$ cat config.mk
export PLATFORM = sky130hd
export DESIGN_NAME = artanh_taylor_series_core
export DESIGN_NICKNAME = d
export VERILOG_FILES = /design/src/rtl/core/atsc_pkg.sv /design/src/rtl/core/atsc_seq.sv /design/src/rtl/core/atsc_dp.sv /design/src/rtl/core/artanh_taylor_series_core.sv
export VERILOG_INCLUDE_DIRS = /design/src /design/src/rtl/core
export SDC_FILE = /design/constraint.sdc
export NUM_CORES = 2
export LEC_CHECK = 0
export BUFFER_PORTS_ARGS = -buffer_cell sky130_fd_sc_hd__buf_2
export CAP_MARGIN = 20
export CORE_ASPECT_RATIO = 1.5
export CORE_MARGIN = 3
export CORE_UTILIZATION = 40
export CTS_CLUSTER_DIAMETER = 200
export DETAILED_ROUTE_END_ITERATION = 7
export SLEW_MARGIN = 25
export SYNTH_ARGS = -nofsm -noshare
export SYNTH_HDL_FRONTEND = slang
export SYNTH_SLANG_ARGS = --single-unit
$ cat constraint.sdc
create_clock -name clk -period 11.7 [get_ports clk]
set_input_delay 1.17 -clock clk [delete_from_list [all_inputs] [get_ports clk]]
set_output_delay 1.17 -clock clk [all_outputs]
set_load 0.01 [all_outputs]
$ cat src/rtl/core/artanh_taylor_series_core_assert.svh
`ifndef ARTANH_TAYLOR_SERIES_CORE_ASSERT_SVH
`define ARTANH_TAYLOR_SERIES_CORE_ASSERT_SVH

// same-cycle implication, checked out of reset
`define ATSC_ASSERT_NOW(label, ante, cons, msg) \
  label: assert property (@(posedge clk) disable iff (!rst_n) (ante) |-> (cons)) \
    else $error(msg);

// next-cycle implication, checked out of reset
`define ATSC_ASSERT_NEXT(label, ante, cons, msg) \
  label: assert property (@(posedge clk) disable iff (!rst_n) (ante) |=> (cons)) \
    else $error(msg);

`endif

$ cat src/rtl/core/atsc_pkg.sv
package atsc_pkg;

  localparam int FRAC_BITS     = 30;
  localparam int ARG_W         = 31;
  localparam int MAG_W         = FRAC_BITS + 1;
  localparam int SUM_OUT_W     = 35;
  localparam int TERMS_OUT_W   = 9;
  localparam int CFG_W         = 4;
  localparam int DEF_MAX_TERMS = 256;
  localparam int UPC_W         = 3;

  localparam logic [CFG_W-1:0]       PREC_RESET = 4'd6;
  localparam logic [SUM_OUT_W-1:0]   SUM_SAT    = 35'h3_FFFF_FFFF;
  localparam logic [TERMS_OUT_W-1:0] TERMS_SAT  = 9'd511;

  typedef enum logic [2:0] {
    OP_LOAD,
    OP_SQR,
    OP_MUL,
    OP_MULN,
    OP_DIV,
    OP_NOP,
    OP_ACCUM,
    OP_OUT
  } op_t;

  typedef enum logic [2:0] {
    CND_ALWAYS,
    CND_NO_IN,
    CND_P_LT_EPS,
    CND_NOT_CAP,
    CND_DIV_MORE,
    CND_OUT_BUSY
  } cond_t;

  typedef logic [UPC_W-1:0] upc_t;

  localparam upc_t UA_IDLE = 3'd0;
  localparam upc_t UA_SQR  = 3'd1;
  localparam upc_t UA_MUL  = 3'd2;
  localparam upc_t UA_MULN = 3'd3;
  localparam upc_t UA_DIV  = 3'd4;
  localparam upc_t UA_TEST = 3'd5;
  localparam upc_t UA_CAP  = 3'd6;
  localparam upc_t UA_DONE = 3'd7;

  typedef struct packed {
    op_t   op;
    cond_t cond;
    upc_t  target;
  } ctrl_word_t;

  typedef struct packed {
    logic p_lt_eps;
    logic cap;
    logic div_more;
  } dp_status_t;

  // jump to target when cond holds, else fall through (DONE wraps to IDLE)
  function automatic ctrl_word_t ucode(input upc_t addr);
    ctrl_word_t cw;
    unique case (addr)
      UA_IDLE: cw = '{op: OP_LOAD,  cond: CND_NO_IN,    target: UA_IDLE};
      UA_SQR:  cw = '{op: OP_SQR,   cond: CND_ALWAYS,   target: UA_TEST};
      UA_MUL:  cw = '{op: OP_MUL,   cond: CND_ALWAYS,   target: UA_MULN};
      UA_MULN: cw = '{op: OP_MULN,  cond: CND_ALWAYS,   target: UA_DIV};
      UA_DIV:  cw = '{op: OP_DIV,   cond: CND_DIV_MORE, target: UA_DIV};
      UA_TEST: cw = '{op: OP_NOP,   cond: CND_P_LT_EPS, target: UA_DONE};
      UA_CAP:  cw = '{op: OP_ACCUM, cond: CND_NOT_CAP,  target: UA_MUL};
      UA_DONE: cw = '{op: OP_OUT,   cond: CND_OUT_BUSY, target: UA_DONE};
      default: cw = '{op: OP_NOP,   cond: CND_ALWAYS,   target: UA_IDLE};
    endcase
    return cw;
  endfunction

  // floor(2^30 / 10^k), least value 1
  function automatic logic [MAG_W-1:0] eps_lookup(input logic [CFG_W-1:0] k);
    logic [MAG_W-1:0] e;
    case (k)
      4'd0:    e = 31'd1073741824;
      4'd1:    e = 31'd107374182;
      4'd2:    e = 31'd10737418;
      4'd3:    e = 31'd1073741;
      4'd4:    e = 31'd107374;
      4'd5:    e = 31'd10737;
      4'd6:    e = 31'd1073;
      4'd7:    e = 31'd107;
      4'd8:    e = 31'd10;
      default: e = 31'd1;
    endcase
    return e;
  endfunction

endpackage

$ cat src/rtl/core/atsc_seq.sv
module atsc_seq
  import atsc_pkg::*;
(
  input  logic       clk,
  input  logic       rst_n,
  input  logic       in_valid,
  input  logic       out_free,
  input  dp_status_t status,
  output ctrl_word_t ctrl
);

  upc_t upc_r;
  upc_t upc_nxt;
  logic taken;

  assign ctrl = ucode(upc_r);

  always_comb begin
    unique case (ctrl.cond)
      CND_ALWAYS:   taken = 1'b1;
      CND_NO_IN:    taken = !in_valid;
      CND_P_LT_EPS: taken = status.p_lt_eps;
      CND_NOT_CAP:  taken = !status.cap;
      CND_DIV_MORE: taken = status.div_more;
      CND_OUT_BUSY: taken = !out_free;
      default:      taken = 1'b0;
    endcase
    upc_nxt = taken ? ctrl.target : upc_r + 1'b1;
  end

  always_ff @(posedge clk) begin
    if (!rst_n) begin
      upc_r <= UA_IDLE;
    end else begin
      upc_r <= upc_nxt;
    end
  end

endmodule

$ cat src/rtl/core/atsc_dp.sv
module atsc_dp
  import atsc_pkg::*;
#(
  parameter int MAX_TERMS = DEF_MAX_TERMS
) (
  input  logic                        clk,
  input  op_t                         op,
  input  logic signed [ARG_W-1:0]     argument,
  input  logic [CFG_W-1:0]            prec,
  output dp_status_t                  status,
  output logic signed [SUM_OUT_W-1:0] series_sum,
  output logic [TERMS_OUT_W-1:0]      terms_added,
  output logic                        limit_reached
);

  localparam int TW    = $clog2(MAX_TERMS + 1);
  localparam int NW    = $clog2(2 * MAX_TERMS + 4);
  localparam int SW    = (MAG_W + TW > SUM_OUT_W + 1) ? MAG_W + TW : SUM_OUT_W + 1;
  localparam int TXW   = (TW > TERMS_OUT_W) ? TW : TERMS_OUT_W;
  localparam int DVW   = MAG_W + NW;
  localparam int CNT_W = $clog2(MAG_W);
  localparam int PM_W  = 2 * MAG_W;

  logic                neg_r;
  logic [MAG_W-1:0]    mag_r, eps_r, x2_r, p_r, prod_r, quo_r;
  logic [SW-1:0]       sum_r;
  logic [NW-1:0]       n_r, rem_r;
  logic [TW-1:0]       terms_r;
  logic                limit_r;
  logic [CNT_W-1:0]    cnt_r;

  logic [ARG_W:0]      neg_arg;
  logic [MAG_W-1:0]    mag_in, ma, mb;
  logic [PM_W-1:0]     pm;
  logic [DVW-1:0]      dividend;
  logic [NW-1:0]       divisor;
  logic [NW:0]         trial;
  logic                ge;
  logic [SUM_OUT_W-1:0] sat;
  logic [TXW-1:0]      terms_ext;

  assign neg_arg  = {1'b1, {ARG_W{1'b0}}} - {1'b0, argument};
  assign mag_in   = argument[ARG_W-1] ? neg_arg[MAG_W-1:0] : argument;

  assign ma       = (op == OP_SQR) ? mag_r : p_r;
  assign mb       = (op == OP_SQR) ? mag_r : x2_r;
  assign pm       = {{MAG_W{1'b0}}, ma} * {{MAG_W{1'b0}}, mb};

  assign dividend = {{NW{1'b0}}, prod_r} * {{MAG_W{1'b0}}, n_r};
  assign divisor  = n_r + NW'(2);
  assign trial    = {rem_r, quo_r[MAG_W-1]};
  assign ge       = trial >= {1'b0, divisor};

  assign status.p_lt_eps = p_r < eps_r;
  assign status.cap      = terms_r == TW'(MAX_TERMS);
  assign status.div_more = cnt_r != '0;

  always_ff @(posedge clk) begin
    unique case (op)
      OP_LOAD: begin
        neg_r <= argument[ARG_W-1];
        mag_r <= mag_in;
        eps_r <= eps_lookup(prec);
      end
      OP_SQR: begin
        x2_r    <= pm[FRAC_BITS +: MAG_W];
        p_r     <= mag_r;
        sum_r   <= '0;
        n_r     <= NW'(1);
        terms_r <= '0;
        limit_r <= 1'b0;
      end
      OP_ACCUM: begin
        if (status.cap) begin
          limit_r <= 1'b1;
        end else begin
          sum_r   <= sum_r + SW'(p_r);
          terms_r <= terms_r + 1'b1;
        end
      end
      OP_MUL: begin
        prod_r <= pm[FRAC_BITS +: MAG_W];
      end
      OP_MULN: begin
        rem_r <= dividend[DVW-1 -: NW];
        quo_r <= dividend[MAG_W-1:0];
        cnt_r <= CNT_W'(MAG_W - 1);
      end
      OP_DIV: begin
        rem_r <= ge ? NW'(trial - {1'b0, divisor}) : trial[NW-1:0];
        quo_r <= {quo_r[MAG_W-2:0], ge};
        cnt_r <= cnt_r - 1'b1;
        if (cnt_r == '0) begin
          p_r <= {quo_r[MAG_W-2:0], ge};
          n_r <= n_r + NW'(2);
        end
      end
      OP_NOP, OP_OUT: begin
      end
      default: begin
      end
    endcase
  end

  assign sat           = (sum_r > SW'(SUM_SAT)) ? SUM_SAT : sum_r[SUM_OUT_W-1:0];
  assign series_sum    = neg_r ? SUM_OUT_W'(0) - sat : sat;
  assign terms_ext     = TXW'(terms_r);
  assign terms_added   = (terms_ext > TXW'(TERMS_SAT)) ? TERMS_SAT
                                                       : terms_ext[TERMS_OUT_W-1:0];
  assign limit_reached = limit_r;

endmodule

$ cat src/rtl/core/artanh_taylor_series_core.sv
// artanh(x) by its Taylor series x + x^3/3 + x^5/5 + ..., x in signed Q1.30.
// Sums terms until the next term drops below 10^-k (k from cfg_wr_data) or
// MAX_TERMS terms are in; returns the sum in signed Q5.30 (saturated), the
// term count and a cap flag. A small microprogram drives one shared 31x31
// multiplier and a radix-2 divider. Each term takes 4 control steps plus a
// 31-bit division, one quotient bit per cycle. One request is worked at a
// time; the next request is taken while the previous result waits in the
// output register.
module artanh_taylor_series_core
  import atsc_pkg::*;
#(
  parameter int MAX_TERMS = DEF_MAX_TERMS
) (
  input  logic                        clk,
  input  logic                        rst_n,
  input  logic                        in_valid,
  output logic                        in_ready,
  input  logic signed [ARG_W-1:0]     in_argument,
  output logic                        out_valid,
  input  logic                        out_ready,
  output logic signed [SUM_OUT_W-1:0] out_series_sum,
  output logic [TERMS_OUT_W-1:0]      out_terms_added,
  output logic                        out_limit_reached,
  input  logic                        cfg_wr_en,
  input  logic [CFG_W-1:0]            cfg_wr_data
);

  `include "artanh_taylor_series_core_assert.svh"

  localparam logic [TERMS_OUT_W-1:0] TERMS_AT_CAP =
    (MAX_TERMS > 511) ? TERMS_SAT : TERMS_OUT_W'(MAX_TERMS);

  logic [CFG_W-1:0]            prec_r;
  logic                        out_valid_r;
  logic signed [SUM_OUT_W-1:0] sum_r;
  logic [TERMS_OUT_W-1:0]      terms_r;
  logic                        limit_r;

  ctrl_word_t                  ctrl;
  dp_status_t                  status;
  logic                        out_free;
  logic                        out_load;
  logic signed [SUM_OUT_W-1:0] dp_sum;
  logic [TERMS_OUT_W-1:0]      dp_terms;
  logic                        dp_limit;

  assign in_ready = (ctrl.op == OP_LOAD);
  assign out_free = !out_valid_r || out_ready;
  assign out_load = (ctrl.op == OP_OUT) && out_free;

  atsc_seq u_seq (
    .clk      (clk),
    .rst_n    (rst_n),
    .in_valid (in_valid),
    .out_free (out_free),
    .status   (status),
    .ctrl     (ctrl)
  );

  atsc_dp #(
    .MAX_TERMS (MAX_TERMS)
  ) u_dp (
    .clk           (clk),
    .op            (ctrl.op),
    .argument      (in_argument),
    .prec          (prec_r),
    .status        (status),
    .series_sum    (dp_sum),
    .terms_added   (dp_terms),
    .limit_reached (dp_limit)
  );

  always_ff @(posedge clk) begin
    if (!rst_n) begin
      prec_r      <= PREC_RESET;
      out_valid_r <= 1'b0;
    end else begin
      if (cfg_wr_en) begin
        prec_r <= cfg_wr_data;
      end
      if (out_load) begin
        out_valid_r <= 1'b1;
      end else if (out_ready) begin
        out_valid_r <= 1'b0;
      end
    end
    if (out_load) begin
      sum_r   <= dp_sum;
      terms_r <= dp_terms;
      limit_r <= dp_limit;
    end
  end

  assign out_valid         = out_valid_r;
  assign out_series_sum    = sum_r;
  assign out_terms_added   = terms_r;
  assign out_limit_reached = limit_r;

  `ATSC_ASSERT_NEXT(a_busy_after_req, in_valid && in_ready, !in_ready, "ready right after request")
  `ATSC_ASSERT_NOW(a_cap_count, out_valid && out_limit_reached, out_terms_added == TERMS_AT_CAP, "cap flag with short count")
  `ATSC_ASSERT_NOW(a_zero_terms, out_valid && out_terms_added == '0, out_series_sum == '0, "nonzero sum with no terms")

endmodule
After elaboration in Yosys (flattened, before gate mapping) --
Memory sizes are Yosys's and may differ from the RTL's. A register that Yosys moved wholly into a read port is not among the register bits. Cells that the tools add are included.
Storage, ports and cells: register bits 315, ROM bits 488, output and inout bits 47, word-level logic and storage cells 92, memories 2
Cells by class: add/subtract/negate cells 8, $mul 2, $lt $le $gt $ge 4, equality and inequality tests 15, mux-type cells 24, reduce and logical (&&, ||, !) cells 17
Memory list:
- (no name shown) | depth 16, bits a word 26, rd ports 1, clocked after memory_dff 1, write ports 0, line atsc_pkg.sv:79 | case (k)
- (no name shown) | depth 8, bits a word 9, rd ports 1, clocked after memory_dff 1, write ports 0, line atsc_pkg.sv:62 | unique case (addr)
Operator list (number):
- $pmux 31 s2 | 2
- $mux 31 | 3
- $pmux 40 s2 | 1
- $mux 35 | 2
- $mul 31x31->61 | 1
- $mul 31x10->41 | 1
- $add 40x31->40 | 1
- $gt 40x34->1 const B | 1
- $mux 40 | 1
- $pmux 10 s2 | 2
- $sub 1x35->35 const A | 1
- $lt 31x31->1 | 1
- $sub 1x31->31 const A | 1
- $mux 30 | 1
- $mux 10 | 2
- $pmux 9 s2 | 1
- $eq 3x3->1 const B | 5
- $eq 3x2->1 const B | 4
- $ge 11x10->1 | 1
- $add 10x2->10 const B | 1
- $pmux 5 s2 | 1
- $sub 10x10->10 | 1
- $add 9x1->9 const B | 1
- $eq 9x9->1 const B | 1
- other kinds (19) | 33

Longest topological paths before layout --
depth after elaboration 6, depth in mapped cells 36

Cells and area by module --
A second synthesis with hierarchy kept.
Second synthesis, totals: cell total of the unflattened synthesis 5910, area total of the unflattened synthesis 54612.4 µm²
Modules (own cells, without submodules):
- atsc_dp | instances 1, cells an instance 5781, area each 52392.7 µm², seq. area each 7477.2 µm²
- artanh_taylor_series_core | instances 1, cells an instance 64, area each 1560.2 µm², seq. area each 1451.4 µm²
- atsc_seq | instances 1, cells an instance 65, area each 659.4 µm², seq. area each 240.2 µm²

Worst setup path after synthesis --
Ideal clock, no wire load.
path type reg-to-reg, start point register u_seq.ctrl[6] (netlist name), end point register u_dp.prod_r[22] (data pin), library setup time 0.264 ns, arrival 9.399 ns, setup slack 2.037 ns, cell stages (with the launch flop) 33, path buffers 5, cells stage by stage dfxtp_1 > or3b_1 > inv_1 > clkbuf_1 > clkbuf_1 > buf_1 > nand2_1 > nand2_1 > clkbuf_1 > nand2_1 > fa_1 > fa_1 > inv_1 > fa_1 > fa_1 > fa_1 > fa_1 > fa_1 > inv_1 > fa_1 > inv_1 > ha_1 > clkbuf_1 > a21o_1 > a21o_1 > a21oi_1 > o21ai_0 > a221oi_1 > a21oi_1 > a31o_2 > a21oi_1 > o21ai_0 > xnor2_1
Between the ends: longest elaborated chain between the ends 3
RTL lines:
- $eq 3x1->1 * | line atsc_dp.sv:45, atsc_dp.sv:46
- $mux 31 (on tied branches) | line atsc_dp.sv:45, atsc_dp.sv:46
- $mul 31x31->61 * | line atsc_dp.sv:47 | assign pm = {{MAG_W{1'b0}}, ma} * {{MAG_W{1'b0}}, mb};
- net u_dp.pm[52] | line atsc_dp.sv:34 | logic [PM_W-1:0] pm;
- end signal, assigned | line atsc_dp.sv:82 | prod_r <= pm[FRAC_BITS +: MAG_W];
- end, declared | line atsc_dp.sv:25 | logic [MAG_W-1:0] mag_r, eps_r, x2_r, p_r, prod_r, quo_r;
The timed path passes the listed nets; every way through them passes the cells marked *. A chain may end at the register's enable or synchronous reset.

Worst setup path in the final report --
start point register u_seq.ctrl[6] (netlist name), end point register u_dp.x2_r[30] (data pin)
Between the ends: longest elaborated chain between the ends 3
RTL lines:
- $eq 3x1->1 * | line atsc_dp.sv:45, atsc_dp.sv:46
- $mux 31 (on tied branches) | line atsc_dp.sv:45, atsc_dp.sv:46
- $mul 31x31->61 * | line atsc_dp.sv:47
- net u_dp.pm[60] | line atsc_dp.sv:34
- end signal, assigned | line atsc_dp.sv:66 | x2_r <= pm[FRAC_BITS +: MAG_W];
- end, declared | line atsc_dp.sv:25
Marks and branches as above.

==> impl_metrics.ini <==
[timing]
fmax_ghz = 0.0942
period_minus_slack_ps = 10620
min_period_over_period_pct = 90.8
rsz0062_at_grt = no
skew_ps = 41.3
drv_slew = 0
hold_ws_ps = 419
setup_viol = 0
finalSetupTns_ps = 0
worst_pin_slew_ps = 1170
max_slew_margin_pct = 22.0
hold_viol_final = 0

[detailed_routing]
ant_nets = 0
drc = 0
routedWlPerCell_um = 24.9
vias = 43200
routed_wl_um = 192000
firstDrtPassIters = 8
vias_per_cell = 5.61
drt_iter0_drc = 3321

[synthesis]
yosysSeqAreaShare_pct = 16.8
ys_types = 85
synth_cells = 5953
syn_area_um2 = 54700
syn_nets = 7464
synth_area_leader_cell = fa_1
synth_seq_cells = 311
yosysWarnings = 0
async_flop_share_pct = 0
synth_edf_count = 294
syn_avg_cell_area_um2 = 9.19
synthFlopType = edfxtp_1
synth_top_area_share_pct = 39.0
synthTopCellsByArea = fa_1, edfxtp_1, ha_1, inv_1, nand2_1

[finish]
final_cell_mix = fa_1, inv_1, nand2_1
fill_cells = 13400
nets = 7426
multi_input_comb_area_um2 = 40800
drive_gt1_share_pct = 5.72
syn_to_final_growth_pct = 7.08
regArea_um2 = 9170
final_common_cell = fa_1

[worst_setup_path]
regToRegSetupSlack_ps = 1080
critPathCapture = u_dp.x2_r[30]$_DFFE_PN_
worstPathRequired_ps = 11980
startpoint = u_seq.ctrl[6]$_DFF_P_
endpoint_kind = register
crit_fanout = 52
r2r_end = u_dp.x2_r[30]$_DFFE_PN_
critPathSlowestCell = nand2_1
crit_arrival_ps = 10900
cp_common_cell = fa_1
r2r_start = u_seq.ctrl[6]$_DFF_P_
rr_worst_depth = 26
slowest_delay_ps = 910
path_class = register to register
startpoint_type = register

[placement]
gp_congestion = 1.01
io_buffers = 86
dpl.hpwl_um = 153000

[die]
num_io_pins = 87
core_area_um2 = 135000
dieHeight_um = 459
fp.dieW_um = 308
initial_utilization_pct = 40.4
core.rowCount = 165
dieArea_um2 = 141000

[global_route]
grt_pass1_vias = 46300
grt_max_degree = 120
grt_pass1_wl_um = 286000
overflow = 0
gr-usage-all-layers_pct = 27.4
antenna_found_initial = 11

[clocking]
cts.path.max_buffers = 3
cts_tree = yes
numCtsBuffers = 34
cts_hold_buf = 0
root_buffer = clkbuf_16
cts_setup_buffers = 0
post_cts_resized = 0
clk_pin_slew_ps = 60
ctsHtreeMaxLevel = 2
clk_latency_ps = 580
cts_sinks = 311

[status]
outcome = finished clean

[flow_run]
drv_cap = 0

[hold_path]
hold_class = register to register
[through the flow]
stage	instances	setup WS, ps	util [%]	area (um^2)
2_1_floorplan	5953	2040	-	54700
3_3_place_gp	7632	1520	42.4	57400
3_5_place_dp	7632	1380	42.4	57400
4_1_cts	7692	1310	43.2	58600
5_1_grt	7692	735	43.3	58600
6_report	7702	1080	43.3	58600
[cell usage after synthesis, types with 9 or more instances]
master	n
o211ai_1	15
a211oi_1	20
and2_1	142
clkbuf_1	242
o311ai_0	16
o21bai_1	23
nor2b_1	24
o21a_1	13
a31oi_1	19
o31ai_1	16
fa_1	1067
dfxtp_1	17
o21ai_0	129
nand2b_1	18
nand3_1	53
buf_1	39
or3_1	13
and4_1	9
a21o_1	81
xor2_1	59
mux2i_1	13
a21oi_1	212
nand2_1	1002
xnor2_1	98
nand4_1	28
edfxtp_1	294
nor3_1	35
or4_1	10
nor2_1	657
nor3b_1	9
inv_1	1036
ha_1	404
and3_1	19
[routing by layer]
layer	share of wire [%]	global-route usage, %
met1	33	29.5
met2	50	47.9
met4	9.1	20.3
met3	7.6	5.21
met5	0	0
[worst min-delay path by stage]
stage | start | endpoint | slack (ps) | cells past startpoint
6_report | u_dp.limit_reached$_DFFE_PP_ | out_limit_reached$_DFFE_PP_ | 420 | 0
5_1_grt | u_dp.limit_reached$_DFFE_PP_ | out_limit_reached$_DFFE_PP_ | 440 | 0
4_1_cts | u_dp.limit_reached$_DFFE_PP_ | out_limit_reached$_DFFE_PP_ | 430 | 0
3_5_place_dp | u_dp.limit_reached$_DFFE_PP_ | out_limit_reached$_DFFE_PP_ | 410 | 0
3_3_place_gp | u_dp.limit_reached$_DFFE_PP_ | out_limit_reached$_DFFE_PP_ | 420 | 0
2_1_floorplan | u_dp.limit_reached$_DFFE_PP_ | out_limit_reached$_DFFE_PP_ | 400 | 0
[layout make-up]
class / instances / share of cell area (%)
Inverter: 1038 / 6.65
Sequential cell: 311 / 15.6
Clock buffer: 38 / 1.48
Multi-Input combinational cell: 4322 / 69.7
Antenna cell: 10 / 0.0427
Timing Repair Buffer: 208 / 2.32
Tap cell: 1753 / 3.74
Clock inverter: 22 / 0.455
[logic make-up (layout without fill, tap and decap cells)]
kind of cell,count (synthesis),count (layout),synth area share (%)
AO/OA/AOI/OAI,606,606,6.94
multiplexers,17,17,0.320
adder cells (fa/ha/maj),1471,1471,48.3
XOR/XNOR,157,157,2.51
other,0,10,0
AND/OR/NAND/NOR,2071,2071,16.2
buffers and inverters,1320,1306,9.06
flip-flops,311,311,16.8
[sequential cells by signal, indices dropped and copies added (netlist names)]
signal,count
u_seq.ctrl,9
u_dp.n_r,9
u_dp.cnt_r,5
u_dp.rem_r,10
u_dp.eps_r,19
prec_r,4
u_dp.sum_r,40
u_seq.upc_r,3
u_dp.limit_reached,1
out_series_sum,35
u_dp.x2_r,31
u_dp.mag_r,31
out_limit_reached,1
out_terms_added,9
u_dp.prod_r,31
u_dp.quo_r,31
u_dp.p_r,31
out_valid,1
u_dp.terms_ext,9
u_dp.neg_r,1
[critical path, delay by kind of cell, from the launching register on]
kind                     cells  cell delay, ps
AO/OA/AOI/OAI                6            2040
buffers and inverters        4             900
adder cells (fa/ha/maj)      9            4490
flip-flops                   1             450
XOR/XNOR                     1             150
AND/OR/NAND/NOR              6            2280
Power is left out: the tool's default activity adds up to more than one toggle a clock period on the data nets, which glitch-free logic cannot reach.
